--- config.mk ---
export PLATFORM = sky130hd
export DESIGN_NAME = xorshift32_range_generator_flat
export DESIGN_NICKNAME = d
export VERILOG_FILES = /design/src/design/xrg_pkg.sv /design/src/design/xrg_if.sv /design/src/design/xorshift32_range_generator.sv /design/src/flat_wrapper.sv
export SDC_FILE = /design/constraint.sdc
export NUM_CORES = 1
export LEC_CHECK = 0
export BUFFER_PORTS_ARGS = -buffer_cell sky130_fd_sc_hd__buf_2
export CAP_MARGIN = 40
export CELL_PAD_IN_SITES_DETAIL_PLACEMENT = 2
export CELL_PAD_IN_SITES_GLOBAL_PLACEMENT = 2
export CORE_ASPECT_RATIO = 1.75
export CORE_MARGIN = 2
export CORE_UTILIZATION = 43
export CTS_CLUSTER_DIAMETER = 150
export CTS_CLUSTER_SIZE = 24
export DETAILED_ROUTE_END_ITERATION = 10
export PLACE_DENSITY = 0.88
export SLEW_MARGIN = 10
export SYNTH_ARGS = -nofsm -noshare
export SYNTH_HDL_FRONTEND = slang
export SYNTH_SLANG_ARGS = --single-unit
--- constraint.sdc ---
create_clock -name clk_i -period 12.4 [get_ports clk_i]
set_clock_uncertainty 0.1 [all_clocks]
set_input_delay 0.62 -clock clk_i [delete_from_list [all_inputs] [get_ports clk_i]]
set_output_delay 0.62 -clock clk_i [all_outputs]
set_load 0.01 [all_outputs]
--- src/design/xrg_pkg.sv ---
`default_nettype none

package xrg_pkg;

  localparam int unsigned WORD_W = 32;
  localparam int unsigned CNT_W  = $clog2(WORD_W);

  localparam logic [WORD_W-1:0] GOLDEN_SEED = 32'h9E37_79B9;

  // command codes
  localparam logic CMD_RAW    = 1'b0;
  localparam logic CMD_RANGED = 1'b1;

  typedef enum logic [1:0] {
    ST_IDLE,
    ST_DIV,
    ST_FIX,
    ST_OUT
  } xrg_state_e;

  typedef logic [WORD_W-1:0] word_t;

  // one xorshift step, shifts 13 / 17 / 5
  function automatic word_t xs_step(input word_t x);
    word_t t;
    t = x;
    t = t ^ (t << 13);
    t = t ^ (t >> 17);
    t = t ^ (t << 5);
    return t;
  endfunction

endpackage

`default_nettype wire

--- src/design/xrg_if.sv ---
`default_nettype none

// request channel
interface xrg_cmd_if;
  logic                               valid;
  logic                               ready;
  logic                               command;
  logic signed [xrg_pkg::WORD_W-1:0]  low_bound;
  logic signed [xrg_pkg::WORD_W-1:0]  high_bound;

  modport source (output valid, command, low_bound, high_bound, input ready);
  modport sink   (input valid, command, low_bound, high_bound, output ready);
endinterface

// result channel
interface xrg_res_if;
  logic                               valid;
  logic                               ready;
  logic        [xrg_pkg::WORD_W-1:0]  raw_word;
  logic signed [xrg_pkg::WORD_W-1:0]  ranged_value;
  logic        [xrg_pkg::WORD_W-1:0]  state_word;
  logic                               advanced;

  modport source (output valid, raw_word, ranged_value, state_word, advanced, input ready);
  modport sink   (input valid, raw_word, ranged_value, state_word, advanced, output ready);
endinterface

// seed write channel
interface xrg_cfg_if;
  logic                               valid;
  logic                               ready;
  logic        [xrg_pkg::WORD_W-1:0]  seed_value;

  modport source (output valid, seed_value, input ready);
  modport sink   (input valid, seed_value, output ready);
endinterface

`default_nettype wire

--- src/design/xorshift32_range_generator.sv ---
// From accept to result: raw draws and empty-span ranged draws go straight to the load out;
// a full-range draw takes the final add first. Other ranged draws: the accepting edge steps
// the generator, then the restoring divider runs (one quotient bit per cycle), then the final
// add, then the load out.
// Throughput: one item at a time; the request channel is ready again the cycle after the result
// is loaded and no seed write is offered.
// Reset: asynchronous, active low; generator state returns to 0x9E3779B9, all channels idle.
`default_nettype none

module xorshift32_range_generator (
  input wire logic clk_i,
  input wire logic rst_ni,
  xrg_cmd_if.sink   cmd_i,
  xrg_res_if.source res_o,
  xrg_cfg_if.sink   cfg_i
);
  import xrg_pkg::*;

  // sequencer
  xrg_state_e state_q, state_d;

  // generator state
  word_t gen_q, gen_d;

  // work registers for the item in flight
  word_t             lo_q, lo_d;
  word_t             span_q, span_d;
  word_t             div_q, div_d;      // dividend, shifted out MSB first
  word_t             rem_q, rem_d;      // partial remainder
  logic [CNT_W-1:0]  cnt_q, cnt_d;
  word_t             wraw_q, wraw_d;
  word_t             wrng_q, wrng_d;
  logic              wadv_q, wadv_d;

  // output register
  logic  res_valid_q, res_valid_d;
  word_t res_raw_q, res_raw_d;
  word_t res_rng_q, res_rng_d;
  word_t res_st_q, res_st_d;
  logic  res_adv_q, res_adv_d;

  // divider unit: one 33-bit trial subtract for the remainder
  logic [WORD_W:0] trial_rem;
  logic [WORD_W:0] trial_diff;

  // request decode
  word_t xs_next;
  word_t req_lo, req_hi, req_span;
  logic  req_empty;
  logic  cmd_acc, cfg_acc;

  assign xs_next   = xs_step(gen_q);
  assign req_lo    = word_t'(cmd_i.low_bound);
  assign req_hi    = word_t'(cmd_i.high_bound);
  assign req_span  = req_hi - req_lo + word_t'(1);
  assign req_empty = (cmd_i.high_bound <= cmd_i.low_bound);

  // configuration takes priority; neither is taken mid-item
  assign cfg_i.ready = (state_q == ST_IDLE);
  assign cmd_i.ready = (state_q == ST_IDLE) && !cfg_i.valid;
  assign cfg_acc     = cfg_i.valid && cfg_i.ready;
  assign cmd_acc     = cmd_i.valid && cmd_i.ready;

  assign trial_rem  = {rem_q, div_q[WORD_W-1]};
  assign trial_diff = trial_rem - {1'b0, span_q};

  always_comb begin
    state_d     = state_q;
    gen_d       = gen_q;
    lo_d        = lo_q;
    span_d      = span_q;
    div_d       = div_q;
    rem_d       = rem_q;
    cnt_d       = cnt_q;
    wraw_d      = wraw_q;
    wrng_d      = wrng_q;
    wadv_d      = wadv_q;
    res_valid_d = res_valid_q && !res_o.ready;
    res_raw_d   = res_raw_q;
    res_rng_d   = res_rng_q;
    res_st_d    = res_st_q;
    res_adv_d   = res_adv_q;

    case (state_q)
      ST_IDLE: begin
        if (cfg_acc) begin
          // zero seed would lock the generator at zero
          gen_d = (cfg_i.seed_value != '0) ? cfg_i.seed_value : GOLDEN_SEED;
        end else if (cmd_acc) begin
          lo_d = req_lo;
          if (cmd_i.command == CMD_RAW) begin
            gen_d   = xs_next;
            wraw_d  = xs_next;
            wrng_d  = '0;
            wadv_d  = 1'b1;
            state_d = ST_OUT;
          end else if (req_empty) begin
            wraw_d  = gen_q;
            wrng_d  = req_lo;
            wadv_d  = 1'b0;
            state_d = ST_OUT;
          end else begin
            gen_d  = xs_next;
            wraw_d = xs_next;
            wadv_d = 1'b1;
            if (req_span == '0) begin
              // full range: span wrapped, add the word directly
              rem_d   = xs_next;
              state_d = ST_FIX;
            end else begin
              span_d  = req_span;
              div_d   = xs_next;
              rem_d   = '0;
              cnt_d   = CNT_W'(WORD_W - 1);
              state_d = ST_DIV;
            end
          end
        end
      end

      ST_DIV: begin
        if (!trial_diff[WORD_W]) begin
          rem_d = trial_diff[WORD_W-1:0];
        end else begin
          rem_d = trial_rem[WORD_W-1:0];
        end
        div_d = {div_q[WORD_W-2:0], 1'b0};
        cnt_d = cnt_q - CNT_W'(1);
        if (cnt_q == '0) begin
          state_d = ST_FIX;
        end
      end

      ST_FIX: begin
        wrng_d  = lo_q + rem_q;
        state_d = ST_OUT;
      end

      ST_OUT: begin
        // load once the output register is free or being drained
        if (!res_valid_q || res_o.ready) begin
          res_valid_d = 1'b1;
          res_raw_d   = wraw_q;
          res_rng_d   = wrng_q;
          res_st_d    = gen_q;
          res_adv_d   = wadv_q;
          state_d     = ST_IDLE;
        end
      end

      default: begin
        state_d = ST_IDLE;
      end
    endcase
  end

  always_ff @(posedge clk_i or negedge rst_ni) begin
    if (!rst_ni) begin
      state_q     <= ST_IDLE;
      gen_q       <= GOLDEN_SEED;
      res_valid_q <= 1'b0;
      cnt_q       <= '0;
    end else begin
      state_q     <= state_d;
      gen_q       <= gen_d;
      res_valid_q <= res_valid_d;
      cnt_q       <= cnt_d;
    end
  end

  // payload, no reset
  always_ff @(posedge clk_i) begin
    lo_q      <= lo_d;
    span_q    <= span_d;
    div_q     <= div_d;
    rem_q     <= rem_d;
    wraw_q    <= wraw_d;
    wrng_q    <= wrng_d;
    wadv_q    <= wadv_d;
    res_raw_q <= res_raw_d;
    res_rng_q <= res_rng_d;
    res_st_q  <= res_st_d;
    res_adv_q <= res_adv_d;
  end

  assign res_o.valid        = res_valid_q;
  assign res_o.raw_word     = res_raw_q;
  assign res_o.ranged_value = signed'(res_rng_q);
  assign res_o.state_word   = res_st_q;
  assign res_o.advanced     = res_adv_q;

endmodule

`default_nettype wire

--- src/flat_wrapper.sv ---
// flat-port wrapper written by rule: the top's interface ports become plain ports
module xorshift32_range_generator_flat import xrg_pkg::*;
  (clk_i, rst_ni, cmd_i_valid, cmd_i_command, cmd_i_low_bound, cmd_i_high_bound, cmd_i_ready, res_o_valid, res_o_raw_word, res_o_ranged_value, res_o_state_word, res_o_advanced, res_o_ready, cfg_i_valid, cfg_i_seed_value, cfg_i_ready);
  xrg_cmd_if cmd_i_i ();
  xrg_res_if res_o_i ();
  xrg_cfg_if cfg_i_i ();
  input wire logic clk_i;
  input wire logic rst_ni;
  input wire logic [$bits(cmd_i_i.valid)-1:0] cmd_i_valid;
  input wire logic [$bits(cmd_i_i.command)-1:0] cmd_i_command;
  input wire logic [$bits(cmd_i_i.low_bound)-1:0] cmd_i_low_bound;
  input wire logic [$bits(cmd_i_i.high_bound)-1:0] cmd_i_high_bound;
  output wire logic [$bits(cmd_i_i.ready)-1:0] cmd_i_ready;
  output wire logic [$bits(res_o_i.valid)-1:0] res_o_valid;
  output wire logic [$bits(res_o_i.raw_word)-1:0] res_o_raw_word;
  output wire logic [$bits(res_o_i.ranged_value)-1:0] res_o_ranged_value;
  output wire logic [$bits(res_o_i.state_word)-1:0] res_o_state_word;
  output wire logic [$bits(res_o_i.advanced)-1:0] res_o_advanced;
  input wire logic [$bits(res_o_i.ready)-1:0] res_o_ready;
  input wire logic [$bits(cfg_i_i.valid)-1:0] cfg_i_valid;
  input wire logic [$bits(cfg_i_i.seed_value)-1:0] cfg_i_seed_value;
  output wire logic [$bits(cfg_i_i.ready)-1:0] cfg_i_ready;
  assign cmd_i_i.valid = cmd_i_valid;
  assign cmd_i_i.command = cmd_i_command;
  assign cmd_i_i.low_bound = cmd_i_low_bound;
  assign cmd_i_i.high_bound = cmd_i_high_bound;
  assign cmd_i_ready = cmd_i_i.ready;
  assign res_o_valid = res_o_i.valid;
  assign res_o_raw_word = res_o_i.raw_word;
  assign res_o_ranged_value = res_o_i.ranged_value;
  assign res_o_state_word = res_o_i.state_word;
  assign res_o_advanced = res_o_i.advanced;
  assign res_o_i.ready = res_o_ready;
  assign cfg_i_i.valid = cfg_i_valid;
  assign cfg_i_i.seed_value = cfg_i_seed_value;
  assign cfg_i_ready = cfg_i_i.ready;
  xorshift32_range_generator u_core (.clk_i(clk_i), .rst_ni(rst_ni), .cmd_i(cmd_i_i), .res_o(res_o_i), .cfg_i(cfg_i_i));
endmodule
Word level (Yosys, flattened, before mapping)
Cells that the tools add are included.
{"block": "classes", "n_addsub": 5, "magnitude_cmp": 1, "eq_ne": 11, "n_mux": 40, "n_bitwise": 6, "reduce_logical": 23}
{"op": "two-way mux 32 bit", "count": 20}
{"op": "case mux 32 bit (2 select lines)", "count": 3}
{"op": "XOR 32 bit", "count": 2}
{"op": "subtractor 33 x 32 -> 33 bit", "count": 1}
{"op": "adder 32 x 1 -> 32 bit (second input constant)", "count": 1}
{"op": "adder 32 bit", "count": 1}
{"op": "<= comparator 32 bit", "count": 1}
{"op": "zero test 32 bit", "count": 1}
{"op": "nonzero test 32 bit", "count": 1}
{"op": "subtractor 32 bit", "count": 1}
{"op": "XOR 32 x 15 -> 32 bit", "count": 1}
{"op": "two-way mux 5 bit", "count": 5}
{"op": "two-way mux 2 bit", "count": 7}
{"op": "AND reduction 6 bit", "count": 2}
{"op": "inequality test 2 bit (second input constant)", "count": 5}
{"op": "case mux 5 bit (2 select lines)", "count": 1}
{"op": "case mux 2 bit (4 select lines)", "count": 1}
{"op": "AND reduction 4 bit", "count": 2}
{"op": "nonzero test 2 bit", "count": 3}
{"op": "zero test 5 bit", "count": 1}
{"op": "AND reduction 5 bit", "count": 1}
{"op": "subtractor 5 x 1 -> 5 bit (second input constant)", "count": 1}
{"op": "== test 2 bit (second input constant)", "count": 2}
{"op": "logical AND 1 bit", "count": 4}
{"op": "10 further kinds", "count": 18}
{"block": "word_totals", "ff_bits": 330, "out_inout_bits": 100}

Logic depth before layout (Yosys ltp)
{"block": "depth", "word_depth": 9, "depth_mapped": 17}

Worst setup path after synthesis
OpenSTA, ideal clock, no wires.
{"block": "synth_timing", "kind": "register to register", "from": "register u_core.state_q[0]", "to": "register u_core.div_q[0] (enable)", "arrival_ps": 5322, "t_required_ps": 11908, "slack_ps": 6586, "stages_incl_launch_ff": 9, "period_less_slack_ps": 5814, "cell_sequence": "dfrtp_1 -> inv_1 -> ha_1 -> nor2b_1 -> nand2_1 -> inv_1 -> clkbuf_1 -> o2bb2ai_1 -> and2_1"}
{"block": "synth_via", "elab_chain_len": 5, "elab_cells_between_ends": 12, "cone_classes": "eq/ne (6); reduce/logical (6)"}
{"element": "start, declared", "line_no": "xorshift32_range_generator.sv:20", "rtl": "xrg_state_e state_q, state_d;"}
{"element": "start signal, assigned", "line_no": "xorshift32_range_generator.sv:164", "rtl": "state_q <= state_d;"}
{"element": "zero test 2 bit", "line_no": "xorshift32_range_generator.sv:59", "rtl": "assign cfg_i.ready = (state_q == ST_IDLE);"}
{"element": "net cfg_i_ready", "line_no": "flat_wrapper.sv:22", "rtl": "output wire logic [$bits(cfg_i_i.ready)-1:0] cfg_i_ready;"}
{"element": "logical AND 1 bit", "line_no": "xorshift32_range_generator.sv:60", "rtl": "assign cmd_i.ready = (state_q == ST_IDLE) && !cfg_i.valid;"}
{"element": "net cmd_i_ready", "line_no": "flat_wrapper.sv:13", "rtl": "output wire logic [$bits(cmd_i_i.ready)-1:0] cmd_i_ready;"}
{"element": "logical AND 1 bit", "line_no": "xorshift32_range_generator.sv:62", "rtl": "assign cmd_acc = cmd_i.valid && cmd_i.ready;"}
{"element": "inequality test 2 bit (no line)"}
{"element": "AND reduction 6 bit (no line)"}
{"element": "end signal, assigned", "line_no": "xorshift32_range_generator.sv:175", "rtl": "div_q <= div_d;"}
{"element": "end, declared", "line_no": "xorshift32_range_generator.sv:28", "rtl": "word_t div_q, div_d;"}
The timed path passes the listed nets, and every way through them passes these cells.
A chain may end at the register's enable or synchronous reset.

Worst setup path after layout
{"block": "layout_timing", "from": "input port cmd_i_low_bound[31]", "to": "register u_core.gen_q[1]"}
{"block": "layout_via", "elab_chain_len": 5}
{"element": "start, declared", "line_no": "flat_wrapper.sv:11", "rtl": "input wire logic [$bits(cmd_i_i.low_bound)-1:0] cmd_i_low_bound;"}
{"element": "<= comparator 32 bit", "line_no": "xorshift32_range_generator.sv:56", "rtl": "assign req_empty = (cmd_i.high_bound <= cmd_i.low_bound);"}
{"element": "two-way mux 32 bit (4 in a row)"}
{"element": "end signal, assigned", "line_no": "xorshift32_range_generator.sv:165", "rtl": "gen_q <= gen_d;"}
{"element": "end, declared", "line_no": "xorshift32_range_generator.sv:23", "rtl": "word_t gen_q, gen_d;"}
Every way passes these cells. The select of a mux whose other input is x is not followed.

==> flow_metrics.env <==
export IMPL_outcome="finished, final reports clean"
export IMPL_yosysUniqueCellTypes=96
export IMPL_pre_cts_slack_ns=6.90
export IMPL_async_flop_share_pct=12.1
export IMPL_period_minus_slack_ns=4.94
export IMPL_ys_seq_area_share_pct=49.6
export IMPL_grt_pass1_wl_mm=107
export IMPL_reg2reg_depth=13
export IMPL_final_cells=2572
export IMPL_cp_cell_sequence="buf_2 -> inv_1 -> ha_1 -> nand4_1 -> nor3_1 -> and4_1 -> inv_1 -> a211o_1 -> and4b_1 -> o221ai_4 -> buf_4 -> nand2_1 -> o21ai_0 -> a21oi_1"
export IMPL_drc_errors=0
export IMPL_clock_path_buffers=3
export IMPL_worstPathArrival_ns=5.27
export IMPL_p_int_uw=3280
export IMPL_htree_num_levels=1
export IMPL_antenna_found_initial=2
export IMPL_tns_ns=0
export IMPL_drv_cap=0
export IMPL_syn_to_final_growth_pct=11.7
export IMPL_hold_viol=0
export IMPL_slowest_delay_ns=0.74
export IMPL_min_path_type="input port to async pin"
export IMPL_cts_buffers=17
export IMPL_cp_end_kind="register"
export IMPL_wl_met3_mm=1.97
export IMPL_path_clk_slew_ns=0.10
export IMPL_portBuffers=201
export IMPL_rows=103
export IMPL_layout_drive_gt1_share_pct=17.7
export IMPL_r2r_start="u_core.rem_q[1]"
export IMPL_synth_ff_type="edfxtp_1"
export IMPL_slowest_stage="nand2_1"
export IMPL_ys_warnings_count=0
export IMPL_swShare_pct=46.5
export IMPL_synth_top_family_by_area="compound AO/OA/AOI/OAI gates"
export IMPL_top_layer="met4"
export IMPL_fmax_mhz=202
export IMPL_fin_nets=2230
export IMPL_drt_total_wl_mm=70.8
export IMPL_dr_total_vias=15446
export IMPL_critPathKind="input port to register"
export IMPL_cts_sinks=330
export IMPL_ys_ff_latch=330
export IMPL_cts_tree="built"
export IMPL_cts_repair_resized=0
export IMPL_powerDensity_nw_per_um2=280
export IMPL_dpl_hpwl_mm=56.9
export IMPL_core_area_sq_um=45100
export IMPL_regArea_sq_um=9730
export IMPL_muxShareOfSynthArea_pct=2.54
export IMPL_yosys_area_share_adder_pct=10.1
export IMPL_yosys_area_share_simple_pct=11.0
export IMPL_worst_path_dominant_cell_family="simple AND/OR/NAND/NOR gates"
export IMPL_ir_drop_v=0.000147
export IMPL_wl_met1_mm=24.4
export IMPL_critPathBufInv=4
export IMPL_synth_edf_count=290
export IMPL_drtIter0Drc=914
export IMPL_setup_viol=0
export IMPL_pin_count=202
export IMPL_final_common_cell="edfxtp_1"
export IMPL_cp_common_cell="inv_1"
export IMPL_critPathMaxFanout=62
export IMPL_syn_num_nets=2032
export IMPL_die_h_um=287
export IMPL_dieArea_sq_um=47400
export IMPL_cts_setup_buffers=0
export IMPL_avgSynthCellArea_sq_um=11.0
export IMPL_reg2reg_to="u_core.rem_q[29]"
export IMPL_die_w_um=165
export IMPL_crit_path_start_kind="input port"
export IMPL_first_pass_iters=5
export IMPL_grt_max_degree=65
export IMPL_cts_root_buf="clkbuf_16"
export IMPL_final_cell_mix="edfxtp_1 (290), buf_2 (202), inv_1 (140)"
export IMPL_synthCells=1783
export IMPL_multi_input_area_sq_um=9220
export IMPL_maxSlewViolCount=0
export IMPL_groute_usage_overall_pct=30.0
export IMPL_tightest_slew_ns=0.955
export IMPL_fillCellCount=4675
export IMPL_slew_headroom_pct=36.1
export IMPL_fin_crit_sh_pct=39.9
export IMPL_viasPerCell=6.01
export IMPL_globalRouteOverflowTotal=0
export IMPL_fin_hold_ws_ns=0.0350
export IMPL_clock_latency_ns=0.55
export IMPL_comb_power_share_pct=54.6
export IMPL_cts_hold_buf=0
export IMPL_grt_pass1_vias=17438
export IMPL_start_util_pct=43.5
export IMPL_dp_cells=2538
export IMPL_route_met2_wl_mm=40.0
export IMPL_p_switching_uw=2850
export IMPL_power_leakage_uw=0.00879
export IMPL_ant_nets=0
export IMPL_gp_congestion=0.934
export IMPL_rsz0062_at_grt="no"
export IMPL_cp_required_ns=12.73
export IMPL_regToRegSetupSlack_ns=7.97
export IMPL_pwr_share_clk_pct=10.5
export IMPL_synthXorXnorAreaFrac_pct=6.82
export IMPL_synth_compound_area_share_pct=16.3
export IMPL_avgRoutedWirePerCell_um=27.5
export IMPL_setup_slack_ns=7.46
export IMPL_syn_area_sq_um=19600
export IMPL_seqPwrFrac_pct=34.9
==> registers in the layout, indices dropped and copies added, names as in the netlist <==
register	count
u_core.div_q	32
u_core.gen_q	32
u_core.lo_q	32
u_core.rem_q	32
u_core.res_o.ranged_value	32
u_core.res_o.raw_word	32
u_core.res_o.state_word	32
u_core.span_q	32
u_core.wraw_q	32
u_core.wrng_q	32
u_core.cnt_q	5
u_core.state_q	2
u_core.res_o.advanced	1
u_core.res_o.valid	1
u_core.wadv_q	1
==> kinds of logic (layout without fill, tap and decap cells) <==
group / count (synthesis) / after routing
compound gates: 475 / 475
simple gates: 445 / 445
flops: 330 / 330
buf+inv: 188 / 397
xor+xnor: 151 / 151
fa+ha+maj: 148 / 148
mux: 46 / 46
other cells: 0 / 3
==> through the flow <==
step / power (uW) / util (%) / cell area (sq um)
after floorplan: 4120 / - / 19600
after global placement: 5140 / 47.4 / 21400
after detailed placement: 5450 / 47.4 / 21400
after CTS: 6120 / 48.5 / 21900
after global routing: 6440 / 48.6 / 21900
final: 6130 / 48.6 / 21900
==> final cells by class <==
| class | count | share of cell area (%) |
|---|---|---|
| Inverter | 141 | 2.42 |
| Sequential cell | 330 | 44.4 |
| Timing Repair Buffer | 226 | 5.56 |
| Clock buffer | 28 | 2.13 |
| Antenna cell | 3 | 0.0343 |
| Tap cell | 577 | 3.29 |
| Multi-Input combinational cell | 1265 | 42.1 |
| Clock inverter | 2 | 0.0799 |
==> power by group through the flow <==
stage	Clock [uW]	Combinational, uW	Sequential (uW)
finish	642	3350	2140
floorplan	0	2050	2070
CTS	653	3320	2140
global route	683	3590	2170
global placement	0	3020	2120
detailed placement	0	3290	2160
==> synth_stat cells, types with 7 or more instances <==
cell type    n  area, sq um
nor3_1      31          155
o21ai_1     17         85.1
or2_2        7         43.8
ha_1       130         1630
nand3_1     33          165
edfxtp_1   290         8710
o21a_1       9         67.6
o31ai_1     31          233
a21o_1      42          315
a211oi_1     8         60.1
xnor2_1     95          832
o21bai_1    10         75.1
a22oi_1     16          120
nor4_1      14         87.6
fa_1        17          340
o21ai_2     11         96.3
o22ai_1     23          144
or3_1        7         43.8
xor2_1      54          473
dfstp_2     20          526
nor2_1     127          477
clkbuf_1    35          131
o21ai_0     74          370
o211ai_1     8         60.1
nand2_1    123          462
inv_1      141          529
dfrtp_1     20          500
nor2b_1     14         87.6
and3_1      14         87.6
a21oi_1    127          636
mux2i_1     16          160
a31oi_1     17          106
mux2_2      30          338
nand4_1     17          106
and2_1      12         75.1
nand2b_1    21          131
==> layer usage <==
metal	GRT usage, %	vias to the layer above
met5	0	-
met4	15.6	0
met3	2.05	181
met2	59.7	434
met1	30.3	7866
li1	-	6965
==> worst register-to-register path, stage by stage (launching register included) <==
cell and delay (ns):
edfxtp_1 0.50, ha_1 0.40, o21ai_1 0.19, a21oi_1 0.10, o31ai_1 0.45, a221oi_1 0.15
buf_4 0.18, a2111oi_0 0.69, o41ai_1 0.27, a221o_1 0.37, o41ai_1 0.47, xnor2_1 0.13
nand2_1 0.09, nand3_1 0.08
==> how the worst max path moves through the flow <==
stage,start,to,slack [ns],cells after the start
finish,cmd_i_low_bound[31],u_core.gen_q[1],7.46,14
global placement,cmd_i_low_bound[31],u_core.div_q[0],7.09,14
floorplan,u_core.state_q[0],u_core.div_q[0],6.59,8
CTS,cmd_i_low_bound[31],u_core.gen_q[1],7.49,14
global route,cmd_i_high_bound[1],u_core.div_q[20],7.25,17
detailed placement,cmd_i_low_bound[31],u_core.gen_q[1],6.90,14
Note: power is estimated with default switching activity, not from simulation.
